## src/sv/mpf_pkg.sv

```systemverilog
// ----------------------------------------------------------------------------
// MQTT packet framer package
// Shared types, request and status codes, and the command word that the
// front part hands to the back part through the command queue.
// ----------------------------------------------------------------------------
`timescale 1ns / 1ps
`default_nettype none

package mpf_pkg;

  // Request codes on the input channel.
  localparam logic [1:0] REQ_CONNECT    = 2'd0;
  localparam logic [1:0] REQ_PUBLISH    = 2'd1;
  localparam logic [1:0] REQ_DISCONNECT = 2'd2;
  localparam logic [1:0] REQ_DATA       = 2'd3;

  // Status codes on the output channel.
  localparam logic [1:0] ST_OK        = 2'd0;
  localparam logic [1:0] ST_TOO_LARGE = 2'd1;
  localparam logic [1:0] ST_STRAY     = 2'd2;

  // Command kinds decided by the front part.
  localparam int unsigned KIND_W = 3;
  localparam logic [KIND_W-1:0] KIND_DATA    = 3'd0;
  localparam logic [KIND_W-1:0] KIND_STRAY   = 3'd1;
  localparam logic [KIND_W-1:0] KIND_OVER    = 3'd2;
  localparam logic [KIND_W-1:0] KIND_DISC    = 3'd3;
  localparam logic [KIND_W-1:0] KIND_CONNECT = 3'd4;
  localparam logic [KIND_W-1:0] KIND_PUBLISH = 3'd5;

  localparam int unsigned REM_W = 28;
  localparam logic [REM_W-1:0] MAX_REMAINING = 28'hFFFFFFF;

  localparam logic [15:0] KEEP_ALIVE_RESET = 16'd60;

  // Command queue geometry.
  localparam int unsigned QDEPTH = 4;
  localparam int unsigned QPTR_W = $clog2(QDEPTH);

  typedef struct packed {
    logic [1:0]  req_type;
    logic [15:0] string_length;
    logic [27:0] payload_length;
    logic [7:0]  data_byte;
  } in_t;

  typedef struct packed {
    logic [7:0] out_byte;
    logic       end_of_packet;
    logic       last_of_run;
    logic [1:0] status;
  } out_t;

  typedef struct packed {
    logic [KIND_W-1:0] kind;
    logic              eop;
    logic [7:0]        data;
    logic [15:0]       slen;
    logic [REM_W-1:0]  remaining;
  } cmd_t;

endpackage

`default_nettype wire

```

## src/sv/mpf_front.sv

```systemverilog
// ----------------------------------------------------------------------------
// MQTT packet framer front part
// Accepts request beats, tracks the open packet and classifies each request
// into a command word for the back part.
// ----------------------------------------------------------------------------
`timescale 1ns / 1ps
`default_nettype none

module mpf_front (
  input  wire logic          clk,
  input  wire logic          rst,
  input  wire logic          in_valid,
  output logic               in_stall,
  input  wire mpf_pkg::in_t  in_data,
  input  wire logic          q_full,
  output logic               q_push,
  output mpf_pkg::cmd_t      q_cmd
);

  logic        packet_open;
  logic        packet_open_next;
  logic [27:0] bytes_left;
  logic [27:0] bytes_left_next;
  logic [28:0] body_pub;
  logic [28:0] rem_pub;
  logic [16:0] rem_conn;

  assign in_stall = q_full;
  assign q_push   = in_valid && !q_full;

  always_comb begin
    body_pub = {1'b0, in_data.payload_length} + 29'(in_data.string_length);
    rem_pub  = body_pub + 29'd2;
    rem_conn = 17'(in_data.string_length) + 17'd12;

    q_cmd            = '0;
    q_cmd.data       = in_data.data_byte;
    q_cmd.slen       = in_data.string_length;
    packet_open_next = packet_open;
    bytes_left_next  = bytes_left;

    case (in_data.req_type)
      mpf_pkg::REQ_DATA: begin
        if (packet_open) begin
          q_cmd.kind       = mpf_pkg::KIND_DATA;
          q_cmd.eop        = (bytes_left == 28'd1);
          bytes_left_next  = bytes_left - 28'd1;
          packet_open_next = (bytes_left != 28'd1);
        end else begin
          q_cmd.kind = mpf_pkg::KIND_STRAY;
        end
      end
      mpf_pkg::REQ_DISCONNECT: begin
        q_cmd.kind       = mpf_pkg::KIND_DISC;
        packet_open_next = 1'b0;
        bytes_left_next  = '0;
      end
      mpf_pkg::REQ_CONNECT: begin
        q_cmd.kind       = mpf_pkg::KIND_CONNECT;
        q_cmd.remaining  = 28'(rem_conn);
        q_cmd.eop        = (in_data.string_length == 16'd0);
        packet_open_next = (in_data.string_length != 16'd0);
        bytes_left_next  = 28'(in_data.string_length);
      end
      mpf_pkg::REQ_PUBLISH: begin
        // Bit 28 set means the remaining length is above the protocol limit.
        if (rem_pub[28]) begin
          q_cmd.kind       = mpf_pkg::KIND_OVER;
          packet_open_next = 1'b0;
          bytes_left_next  = '0;
        end else begin
          q_cmd.kind       = mpf_pkg::KIND_PUBLISH;
          q_cmd.remaining  = rem_pub[27:0];
          q_cmd.eop        = (body_pub == 29'd0);
          packet_open_next = (body_pub != 29'd0);
          bytes_left_next  = body_pub[27:0];
        end
      end
      default: begin
        q_cmd.kind = mpf_pkg::KIND_STRAY;
      end
    endcase
  end

  always_ff @(posedge clk) begin
    if (rst) begin
      packet_open <= 1'b0;
      bytes_left  <= '0;
    end else if (q_push) begin
      packet_open <= packet_open_next;
      bytes_left  <= bytes_left_next;
    end
  end

endmodule

`default_nettype wire

```

## src/sv/mpf_queue.sv

```systemverilog
// ----------------------------------------------------------------------------
// MQTT packet framer command queue
// Short first-in first-out queue of command words between the front part
// and the back part.
// ----------------------------------------------------------------------------
`timescale 1ns / 1ps
`default_nettype none

module mpf_queue (
  input  wire logic          clk,
  input  wire logic          rst,
  input  wire logic          push,
  input  wire mpf_pkg::cmd_t push_cmd,
  output logic               full,
  input  wire logic          pop,
  output logic               head_valid,
  output mpf_pkg::cmd_t      head
);

  mpf_pkg::cmd_t               mem [mpf_pkg::QDEPTH];
  logic [mpf_pkg::QPTR_W-1:0]  wr_ptr;
  logic [mpf_pkg::QPTR_W-1:0]  rd_ptr;
  logic [mpf_pkg::QPTR_W:0]    count;
  logic                        do_push;
  logic                        do_pop;

  assign full       = (count == (mpf_pkg::QPTR_W+1)'(mpf_pkg::QDEPTH));
  assign head_valid = (count != '0);
  assign head       = mem[rd_ptr];
  assign do_push    = push && !full;
  assign do_pop     = pop && head_valid;

  always_ff @(posedge clk) begin
    if (do_push) begin
      mem[wr_ptr] <= push_cmd;
    end
  end

  always_ff @(posedge clk) begin
    if (rst) begin
      wr_ptr <= '0;
      rd_ptr <= '0;
      count  <= '0;
    end else begin
      if (do_push) begin
        wr_ptr <= wr_ptr + 1'b1;
      end
      if (do_pop) begin
        rd_ptr <= rd_ptr + 1'b1;
      end
      if (do_push && !do_pop) begin
        count <= count + 1'b1;
      end else if (do_pop && !do_push) begin
        count <= count - 1'b1;
      end
    end
  end

endmodule

`default_nettype wire

```

## src/sv/mpf_back.sv

```systemverilog
// ----------------------------------------------------------------------------
// MQTT packet framer back part
// Expands the command at the head of the queue into output beats, one byte
// per cycle unless the output stalls, through a registered output stage.
// ----------------------------------------------------------------------------
`timescale 1ns / 1ps
`default_nettype none

module mpf_back (
  input  wire logic          clk,
  input  wire logic          rst,
  input  wire logic          cfg_we,
  input  wire logic [15:0]   cfg_wdata,
  input  wire logic          head_valid,
  input  wire mpf_pkg::cmd_t head,
  output logic               pop,
  output logic               out_valid,
  input  wire logic          out_stall,
  output mpf_pkg::out_t      out_data
);

  localparam logic [2:0] PH_HEAD    = 3'd0;
  localparam logic [2:0] PH_VARINT  = 3'd1;
  localparam logic [2:0] PH_PROTO   = 3'd2;
  localparam logic [2:0] PH_SLEN_HI = 3'd3;
  localparam logic [2:0] PH_SLEN_LO = 3'd4;
  localparam logic [2:0] PH_DISC_LO = 3'd5;

  localparam logic [3:0] PROTO_LAST = 4'd9;

  logic [2:0]          phase;
  logic [2:0]          phase_next;
  logic [3:0]          idx;
  logic [3:0]          idx_next;
  logic [27:0]         len;
  logic [27:0]         len_next;
  logic [15:0]         keep_alive;
  logic                advance;
  mpf_pkg::out_t       beat;
  logic [20:0]         rest;

  // Variable header of CONNECT: protocol name, level, flags, keep-alive.
  function automatic logic [7:0] proto_byte(input logic [3:0] i, input logic [15:0] ka);
    logic [7:0] b;
    case (i)
      4'd0:    b = 8'h00;
      4'd1:    b = 8'h04;
      4'd2:    b = 8'h4D;
      4'd3:    b = 8'h51;
      4'd4:    b = 8'h54;
      4'd5:    b = 8'h54;
      4'd6:    b = 8'h04;
      4'd7:    b = 8'h02;
      4'd8:    b = ka[15:8];
      4'd9:    b = ka[7:0];
      default: b = 8'h00;
    endcase
    return b;
  endfunction

  assign advance = !out_valid || !out_stall;

  always_comb begin
    rest       = len[27:7];
    beat       = '0;
    beat.status = mpf_pkg::ST_OK;
    pop        = 1'b0;
    phase_next = phase;
    idx_next   = idx;
    len_next   = len;

    case (phase)
      PH_HEAD: begin
        case (head.kind)
          mpf_pkg::KIND_DATA: begin
            beat.out_byte      = head.data;
            beat.end_of_packet = head.eop;
            beat.last_of_run   = 1'b1;
            pop                = 1'b1;
          end
          mpf_pkg::KIND_OVER: begin
            beat.status      = mpf_pkg::ST_TOO_LARGE;
            beat.last_of_run = 1'b1;
            pop              = 1'b1;
          end
          mpf_pkg::KIND_DISC: begin
            beat.out_byte = 8'hE0;
            phase_next    = PH_DISC_LO;
          end
          mpf_pkg::KIND_CONNECT: begin
            beat.out_byte = 8'h10;
            len_next      = head.remaining;
            phase_next    = PH_VARINT;
          end
          mpf_pkg::KIND_PUBLISH: begin
            beat.out_byte = 8'h30;
            len_next      = head.remaining;
            phase_next    = PH_VARINT;
          end
          default: begin
            beat.status      = mpf_pkg::ST_STRAY;
            beat.last_of_run = 1'b1;
            pop              = 1'b1;
          end
        endcase
      end
      PH_VARINT: begin
        // Seven bits per byte, low group first; the top bit marks more to come.
        beat.out_byte = {(rest != 21'd0), len[6:0]};
        len_next      = 28'(rest);
        if (rest == 21'd0) begin
          idx_next   = '0;
          phase_next = (head.kind == mpf_pkg::KIND_CONNECT) ? PH_PROTO : PH_SLEN_HI;
        end
      end
      PH_PROTO: begin
        beat.out_byte = proto_byte(idx, keep_alive);
        if (idx == PROTO_LAST) begin
          phase_next = PH_SLEN_HI;
        end else begin
          idx_next = idx + 4'd1;
        end
      end
      PH_SLEN_HI: begin
        beat.out_byte = head.slen[15:8];
        phase_next    = PH_SLEN_LO;
      end
      PH_SLEN_LO: begin
        beat.out_byte      = head.slen[7:0];
        beat.end_of_packet = head.eop;
        beat.last_of_run   = 1'b1;
        pop                = 1'b1;
        phase_next         = PH_HEAD;
      end
      PH_DISC_LO: begin
        beat.out_byte      = 8'h00;
        beat.end_of_packet = 1'b1;
        beat.last_of_run   = 1'b1;
        pop                = 1'b1;
        phase_next         = PH_HEAD;
      end
      default: begin
        phase_next = PH_HEAD;
      end
    endcase

    if (!(advance && head_valid)) begin
      pop        = 1'b0;
      phase_next = phase;
      idx_next   = idx;
      len_next   = len;
    end
  end

  always_ff @(posedge clk) begin
    if (rst) begin
      keep_alive <= mpf_pkg::KEEP_ALIVE_RESET;
    end else if (cfg_we) begin
      keep_alive <= cfg_wdata;
    end
  end

  always_ff @(posedge clk) begin
    if (rst) begin
      phase     <= PH_HEAD;
      idx       <= '0;
      out_valid <= 1'b0;
    end else begin
      phase <= phase_next;
      idx   <= idx_next;
      if (advance) begin
        out_valid <= head_valid;
      end
    end
  end

  always_ff @(posedge clk) begin
    len <= len_next;
    if (advance && head_valid) begin
      out_data <= beat;
    end
  end

  // A multi-byte run never loses its command in the middle.
  a_run_has_head: assert property (@(posedge clk) disable iff (rst)
    (phase != PH_HEAD) |-> head_valid)
    else $error("back part is mid-run with an empty queue");

  // Popping a command always leaves its final beat in the output register.
  a_pop_marks_last: assert property (@(posedge clk) disable iff (rst)
    pop |=> (out_valid && out_data.last_of_run))
    else $error("command popped without a last beat");

  // Error beats and packet ends are always the last beat of their run.
  a_end_is_last: assert property (@(posedge clk) disable iff (rst)
    (out_valid && (out_data.end_of_packet || out_data.status != mpf_pkg::ST_OK))
      |-> out_data.last_of_run)
    else $error("packet end or error beat not marked last of run");

endmodule

`default_nettype wire

```

## src/sv/mqtt_packet_framer.sv

```systemverilog
// A request passes through the command queue, then the back part's registered output stage.
// Data bytes pass at one beat per cycle while the output is not stalled and no header is pending;
// the back part emits headers one byte a cycle: 2 bytes for DISCONNECT, up to 16 for CONNECT.
// A four-entry command queue lets requests keep arriving while a header burst drains.
// Synchronous reset closes any open packet, empties the queue and sets keep-alive to 60.
// ----------------------------------------------------------------------------
// MQTT packet framer
// Frames CONNECT, PUBLISH (QoS 0) and DISCONNECT packets as a byte stream,
// passing data bytes through and marking the final byte of each packet.
// ----------------------------------------------------------------------------
`timescale 1ns / 1ps
`default_nettype none

module mqtt_packet_framer (
  input  wire logic          clk,
  input  wire logic          rst,
  input  wire logic          cfg_we,
  input  wire logic [15:0]   cfg_wdata,
  input  wire logic          in_valid,
  output logic               in_stall,
  input  wire mpf_pkg::in_t  in_data,
  output logic               out_valid,
  input  wire logic          out_stall,
  output mpf_pkg::out_t      out_data
);

  logic          q_full;
  logic          q_push;
  mpf_pkg::cmd_t q_cmd;
  logic          q_pop;
  logic          q_head_valid;
  mpf_pkg::cmd_t q_head;

  mpf_front u_front (
    .clk      (clk),
    .rst      (rst),
    .in_valid (in_valid),
    .in_stall (in_stall),
    .in_data  (in_data),
    .q_full   (q_full),
    .q_push   (q_push),
    .q_cmd    (q_cmd)
  );

  mpf_queue u_queue (
    .clk        (clk),
    .rst        (rst),
    .push       (q_push),
    .push_cmd   (q_cmd),
    .full       (q_full),
    .pop        (q_pop),
    .head_valid (q_head_valid),
    .head       (q_head)
  );

  mpf_back u_back (
    .clk        (clk),
    .rst        (rst),
    .cfg_we     (cfg_we),
    .cfg_wdata  (cfg_wdata),
    .head_valid (q_head_valid),
    .head       (q_head),
    .pop        (q_pop),
    .out_valid  (out_valid),
    .out_stall  (out_stall),
    .out_data   (out_data)
  );

endmodule

`default_nettype wire
```

## config.mk

```make
export PLATFORM = sky130hd
export DESIGN_NAME = mqtt_packet_framer
export DESIGN_NICKNAME = d
export VERILOG_FILES = /design/src/sv/mpf_pkg.sv /design/src/sv/mpf_front.sv /design/src/sv/mpf_queue.sv /design/src/sv/mpf_back.sv /design/src/sv/mqtt_packet_framer.sv
export SDC_FILE = /design/constraint.sdc
export NUM_CORES = 1
export LEC_CHECK = 0
export BUFFER_PORTS_ARGS = -buffer_cell sky130_fd_sc_hd__buf_2
export CAP_MARGIN = 40
export CORE_AREA = 3 3 219 221
export DETAILED_ROUTE_END_ITERATION = 12
export DIE_AREA = 0 0 222 224
export SLEW_MARGIN = 20
export SYNTH_ARGS = -nofsm -noshare
export SYNTH_HDL_FRONTEND = slang
export SYNTH_SLANG_ARGS = --single-unit
```

## constraint.sdc

```tcl
create_clock -name clk -period 6.8 [get_ports clk]
set_input_delay 1.7 -clock clk [delete_from_list [all_inputs] [get_ports clk]]
set_output_delay 1.7 -clock clk [all_outputs]
set_load 0.1 [all_outputs]
```

# After elaboration in Yosys (flattened, before gate mapping)
# Memories as Yosys holds them, arrays and structs flattened. A register that Yosys moved wholly into a read port is not among the register bits.
# Cells that the tools add are included.
totals:
  reg_bits: 100
  ramBits: 224
  out_inout_bits: 14
  wordCells: 128
  memories: 1
classes:
  add_sub_neg: 9
  n_eq_ne: 30
  n_mux: 39
  reduce_logical: 35
mem_list:
  columns: ["name", "depth", "width", "rd", "rd_clocked_by_memory_dff", "write_ports", "line_no", "source"]
  rows:
  - ["u_queue.mem", 4, 56, 1, 1, 1, "mpf_queue.sv:20", "mpf_pkg::cmd_t mem [mpf_pkg::QDEPTH];"]
op_table:
  columns: ["op", "count"]
  rows:
  - ["two-way mux 28 bit", 4]
  - ["case mux 28 bit (2 select lines)", 2]
  - ["case mux 28 bit (4 select lines)", 1]
  - ["case mux 8 bit (7 select lines)", 1]
  - ["case mux 8 bit (5 select lines)", 1]
  - ["case mux 8 bit (4 select lines)", 1]
  - ["adder 28 x 16 -> 29 bit", 1]
  - ["adder 29 x 2 -> 29 bit, second input constant", 1]
  - ["logical NOT 29 bit", 1]
  - ["nonzero test 29 bit", 1]
  - ["equality test 28 x 1 -> 1 bit, second input constant", 1]
  - ["inequality test 28 x 1 -> 1 bit, second input constant", 1]
  - ["subtractor 28 x 1 -> 28 bit, second input constant", 1]
  - ["case mux 3 bit (4 select lines)", 2]
  - ["logical NOT 21 bit", 1]
  - ["nonzero test 21 bit", 1]
  - ["adder 16 x 4 -> 17 bit, second input constant", 1]
  - ["equality test 4 x 3 -> 1 bit, second input constant", 4]
  - ["logical NOT 16 bit", 1]
  - ["nonzero test 16 bit", 1]
  - ["equality test 3 bit, second input constant", 5]
  - ["two-way mux 3 bit", 5]
  - ["equality test 3 x 2 -> 1 bit, second input constant", 4]
  - ["two-way mux 1 bit", 11]
  - ["35 further kinds", 60]

# Depth between registers and ports, before layout
logic_depth:
  depth_word: 9
  mapped_depth: 14
  ltp_nobuf: 13

# By module
# From an unflattened synthesis, not the netlist that was laid out.
hier_totals:
  cells_unflattened: 1393
  area_unflattened_um2: 16739.8
by_module_without_submodules:
  columns: ["mod", "n_inst", "cells_each", "area_each_um2", "seq_area_each_um2"]
  rows:
  - ["mpf_queue", 1, 340, 8579.5, 6906.6]
  - ["mpf_front", 1, 711, 4913.5, 580.6]
  - ["mpf_back", 1, 342, 3246.9, 1681.6]

# Least setup slack after synthesis
# No wires, ideal clock.
synth_timing:
  kind: "input to register"
  start: "input port out_stall"
  end: "register u_back.len[0], enable pin"
  arrival_ns: 5.501
  path_slack_ns: 0.806
  stages: 2
  path_buffers: 0
  cell_sequence: "a21oi_1 nor4b_1"
synth_via:
  elab_chain_cells: 4
synth_lines:
  columns: ["item", "line_no", "source"]
  rows:
  - ["start: declaration", "mqtt_packet_framer.sv:23", "input wire logic out_stall,"]
  - ["logical NOT 1 bit", "mpf_back.sv:61", "assign advance = !out_valid || !out_stall;"]
  - ["logical OR 1 bit", "mpf_back.sv:61", null]
  - ["logical AND 1 bit", "mpf_back.sv:147", "if (!(advance && head_valid)) begin"]
  - ["AND reduction 3 bit (no line)", null, null]
  - ["end signal: assignment", "mpf_back.sv:178", "len <= len_next;"]
  - ["end: declaration", "mpf_back.sv:35", "logic [27:0] len;"]
# Every way passes these cells.
# A chain may end at the register's enable or synchronous reset.

# Final worst setup path
layout_timing:
  start: "input port in_data[36] in the netlist's numbering"
  end: "register u_front.bytes_left[0]"
layout_via:
  elab_chain_cells: 4
layout_lines:
  columns: ["item", "line_no", "source"]
  rows:
  - ["start: declaration", "mqtt_packet_framer.sv:21", "input wire mpf_pkg::in_t in_data,"]
  - ["adder 28 x 16 -> 29 bit", "mpf_front.sv:32", "body_pub = {1'b0, in_data.payload_length} + 29'(in_data.string_length);"]
  - ["adder 29 x 2 -> 29 bit", "mpf_front.sv:33", "rem_pub = body_pub + 29'd2;"]
  - ["two-way mux 28 bit", "mpf_front.sv:67", "if (rem_pub[28]) begin"]
  - ["case mux 28 bit (4 select lines) *", "mpf_front.sv:42", "case (in_data.req_type)"]
  - ["end signal: assignment", "mpf_front.sv:91", "bytes_left <= bytes_left_next;"]
  - ["end: declaration", "mpf_front.sv:22", "logic [27:0] bytes_left;"]
# Every way passes the cells marked *; elsewhere a longest branch is shown, timed or not.

==> key figures <==
Outcome
  – Status: completed

Layout
  – Multi-input gate area: 6580 µm²
  – Fillers: 4338
  – Share of layout cells above drive strength 1: 20.4%
  – Final core occ: 39.9%
  – Antenna Cells: 0
  – Nets: 1480
  – Synth-to-Final Area Change: 15.4%
  – Cell Count, Final, Fillers Out: 2007
  – Fin area: 18500 µm²
  – FF/Latch Area: 9170 µm²

Power
  – P_sw: 2.17 mW
  – Cell Int Power: 4.36 mW
  – Peak supply drop: 0.437 mV
  – Clock network fraction of design power: 28.8%
  – Seq pwr share: 41.9%
  – Combinational share of power: 29.4%
  – Cell Pwr Density: 353 nW/µm²
  – Sw Ratio: 33.3%
  – Leakage: 6.25 nW

Global route
  – Largest net degree at the start of global routing: 64
  – GRT Total Usage: 17.1%
  – Vias in the first global route: 10900
  – Grt total ovfl: 0
  – First-pass GRT wire length: 66100 µm
  – Initial antenna violation count: 0

Yosys
  – Cell area after synthesis: 16000 µm²
  – Avg Synthesized Cell Area: 12.6 µm²
  – Syn_nets: 1383
  – Asr flop ratio synth: 0%
  – Post-synthesis cell count: 1277
  – Sequential-to-total area share from yosys stat: 57.2%
  – Most used DFF post-synth: edfxtp_1
  – FF+latch count, synth: 326
  – Synth cell types: 81
  – Number of synthesized flops with an enable pin: 264
  – Ys Warns: 0

Place
  – Cell Area, Placed: 17300 µm²
  – GP Congestion: 0.888
  – Detailed placement HPWL: 30800 µm
  – Post-Place Cells: 1943
  – IO Port Bufs: 88

STA
  – RSZ-0062 raised after global routing: no
  – Setup-failing EPs final: 0
  – Final max-slew violation count: 0
  – TNS Setup: 0 ns
  – Worst Tran Pin Value: 0.831 ns
  – Achievable Freq: 176 MHz
  – Minimum clock period: 5.68 ns
  – Final Skew: 0.0226 ns
  – Relative slew slack: 44.4%
  – Fin. Hold Viols: 0
  – Tcrit/Tclk final: 83.5%

Routing
  – Initial DRC Count: 892
  – Detailed Route WL: 43700 µm
  – First-pass DRT Iterations: 5
  – DR WL/cell: 21.8 µm
  – Met2 wire len: 19600 µm
  – M1 WL: 19200 µm
  – Total number of vias: 11200
  – Antenna-violating nets left: 0
  – Top Layer Used: met4
  – Via/cell ratio: 5.60
  – # DRC: 0
  – Met3 wire length: 3370 µm

Clock network
  – Worst skew pair latency: 0.52 ns
  – H-tree lvl count: 2
  – Clk sinks: 326
  – Post_cts resized: 0
  – Setup bufs post-CTS: 0
  – Hold buffers post-CTS: 0
  – Clk Tree Root Cell: clkbuf_16
  – Max Root-Sink Buffers: 3
  – CTS tree: yes
  – TritonCTS buffer count: 35
  – Clk slew on worst S/H paths: 0.06 ns

Worst setup path
  – Slowest CP cell: or4_4
  – Cells along the critical path: buf_2, ha_1, fa_1, a211oi_2, o211ai_1, a21o_1, a311oi_2, nand3_1, or4_4, or4_1, buf_4, a32o_1, o31a_1
  – CP peak stage delay: 0.58 ns
  – CP delay by family, top: compound AO/OA/AOI/OAI gates
  – WP data arrival: 6.08 ns
  – Crit path capture type: flop
  – CP startpoint kind: input pin
  – Worst Path Buf+Inv: 2
  – Largest fanout on the critical path: 24
  – R2R setup slack: 2.95 ns
  – Crit path kind: input pin to flop
  – Worst Path Required: 7.21 ns

Floorplan
  – I/O pins: 89
  – Die W: 222 µm
  – Die area: 49700 µm²
  – Die Span Y: 224 µm
  – Rows: 79
  – Starting density of the core: 34.6%
  – Core ar.: 46400 µm²

Flow run
  – Max-cap violations: 0

Worst hold path
  – Worst min path class: flop to flop
Yosys cell counts (all sizes together) (24+ instances only):
| cell | count | area [µm²] |
|---|---|---|
| mux4 | 56 | 1260 |
| xnor2 | 24 | 218 |
| a21oi | 82 | 414 |
| nor2b | 24 | 150 |
| ha | 29 | 363 |
| clkbuf | 43 | 161 |
| o21ai | 53 | 269 |
| dfxtp | 62 | 1240 |
| nor3 | 39 | 195 |
| nand3 | 28 | 140 |
| edfxtp | 264 | 7930 |
| nand2 | 74 | 278 |
| xor2 | 40 | 358 |
| nor2 | 106 | 398 |
layout by cell type, fill, tap and decap left out, types with 6 or more instances in the layout:
cell       netlist  final
a211o_1          6      6
a211oi_1         6      6
a21oi_1         81     80
a221oi_1         8      8
a22oi_1          8      8
a31oi_1         16     16
and2_1          14     10
and3_1          12     12
buf_2           10     88
buf_4            0     29
clkbuf_16        0     37
clkinv_1         1      8
dfxtp_1         62     60
edfxtp_1       264    264
ha_1            29     29
inv_1           17     17
mux2_2          23     23
mux2i_1         20     20
mux4_2          56     56
nand2_1         74     74
nand2b_1        11     11
nand3_1         28     28
nand4_1         17     17
nor2_1         106    106
nor2b_1         24     24
nor3_1          39     39
nor4_1          19     18
o211ai_1         9      9
o21a_1          10     10
o21ai_0         48     47
o22ai_1         19     19
or2_2            7      7
or3_1           14     14
or4_1            6      6
xnor2_1         23     23
xor2_1          39     39
layer usage:
layer  vias to the layer above  GRT usage (%)
met5                         -              0
met4                         0           6.11
li1                       5177              -
met2                       428           26.3
met1                      5545           23.9
met3                        81           3.87
logic make-up (layout without fill, tap and decap cells):
logic type	Yosys count	in the layout	share of synthesized area, %
and+or+nand+nor	402	402	12.8
DFF	326	326	57.2
AOI/OAI and AO/OA	274	274	11.2
muxes	99	99	10.7
buffers and inverters	81	204	1.97
xor gates and xnor gates	64	64	3.59
adders and majority gates	31	31	2.51
cell type report:
cell class                 count  area share, %
multi-input combinational    870           35.6
tap                          607           4.10
inverter                      18          0.365
clock inverter                20           1.00
sequential                   326           49.6
timing repair buffer         123           4.20
clock buffer                  43           5.18
per-stage QoR:
stage               hold slack (ns)  setup WS, ns  power (mW)
finish                        0.475          1.12        6.53
CTS                           0.480          1.20        6.58
global placement              0.461         0.754        4.65
detailed placement            0.473         0.654        4.69
global route                  0.508         0.883        6.85
floorplan                     0.460         0.806        4.12
path summary, 6_finish.rpt:
path                                  startpoint                     to  depth (start not counted)
worst max-delay path                 in_data[36]  u_front.bytes_left[0]                         13
worst min register to register  u_back.out_valid       u_back.out_valid                          2
worst max register to register              flop       u_queue.count[2]                         14
worst min-delay path            u_back.out_valid       u_back.out_valid                          2
registers in the layout, summed over array words and instances, names as in the netlist, named ones only:
signal	flops
u_front.bytes_left	28
u_back.phase	3
u_front.packet_open	1
u_back.out_valid	1
u_queue.wr_ptr	2
u_back.len	28
u_queue.rd_ptr	2
u_back.keep_alive	16
u_back.idx	4
u_back.out_data	12
u_queue.mem	224
u_queue.count	3
worst reg2reg max path: cells and delay by family (launching register included):
family	cells	cell delay, ns
and+or+nand+nor	5	1.07
buffers and inverters	3	0.80
adders and majority gates	2	0.55
muxes	1	0.48
DFF	1	0.40
AOI/OAI and AO/OA	2	0.32
xor gates and xnor gates	1	0.17
power by group through the flow:
stage / logic [mW] / registers, mW / clock network (mW)
6_report: 1.92 / 2.73 / 1.88
5_1_grt: 2.07 / 2.77 / 2.01
4_1_cts: 1.92 / 2.74 / 1.92
3_5_place_dp: 1.91 / 2.78 / 0
3_3_place_gp: 1.87 / 2.78 / 0
2_1_floorplan: 1.14 / 2.98 / 0
Note: power is estimated with default switching activity, not from simulation.
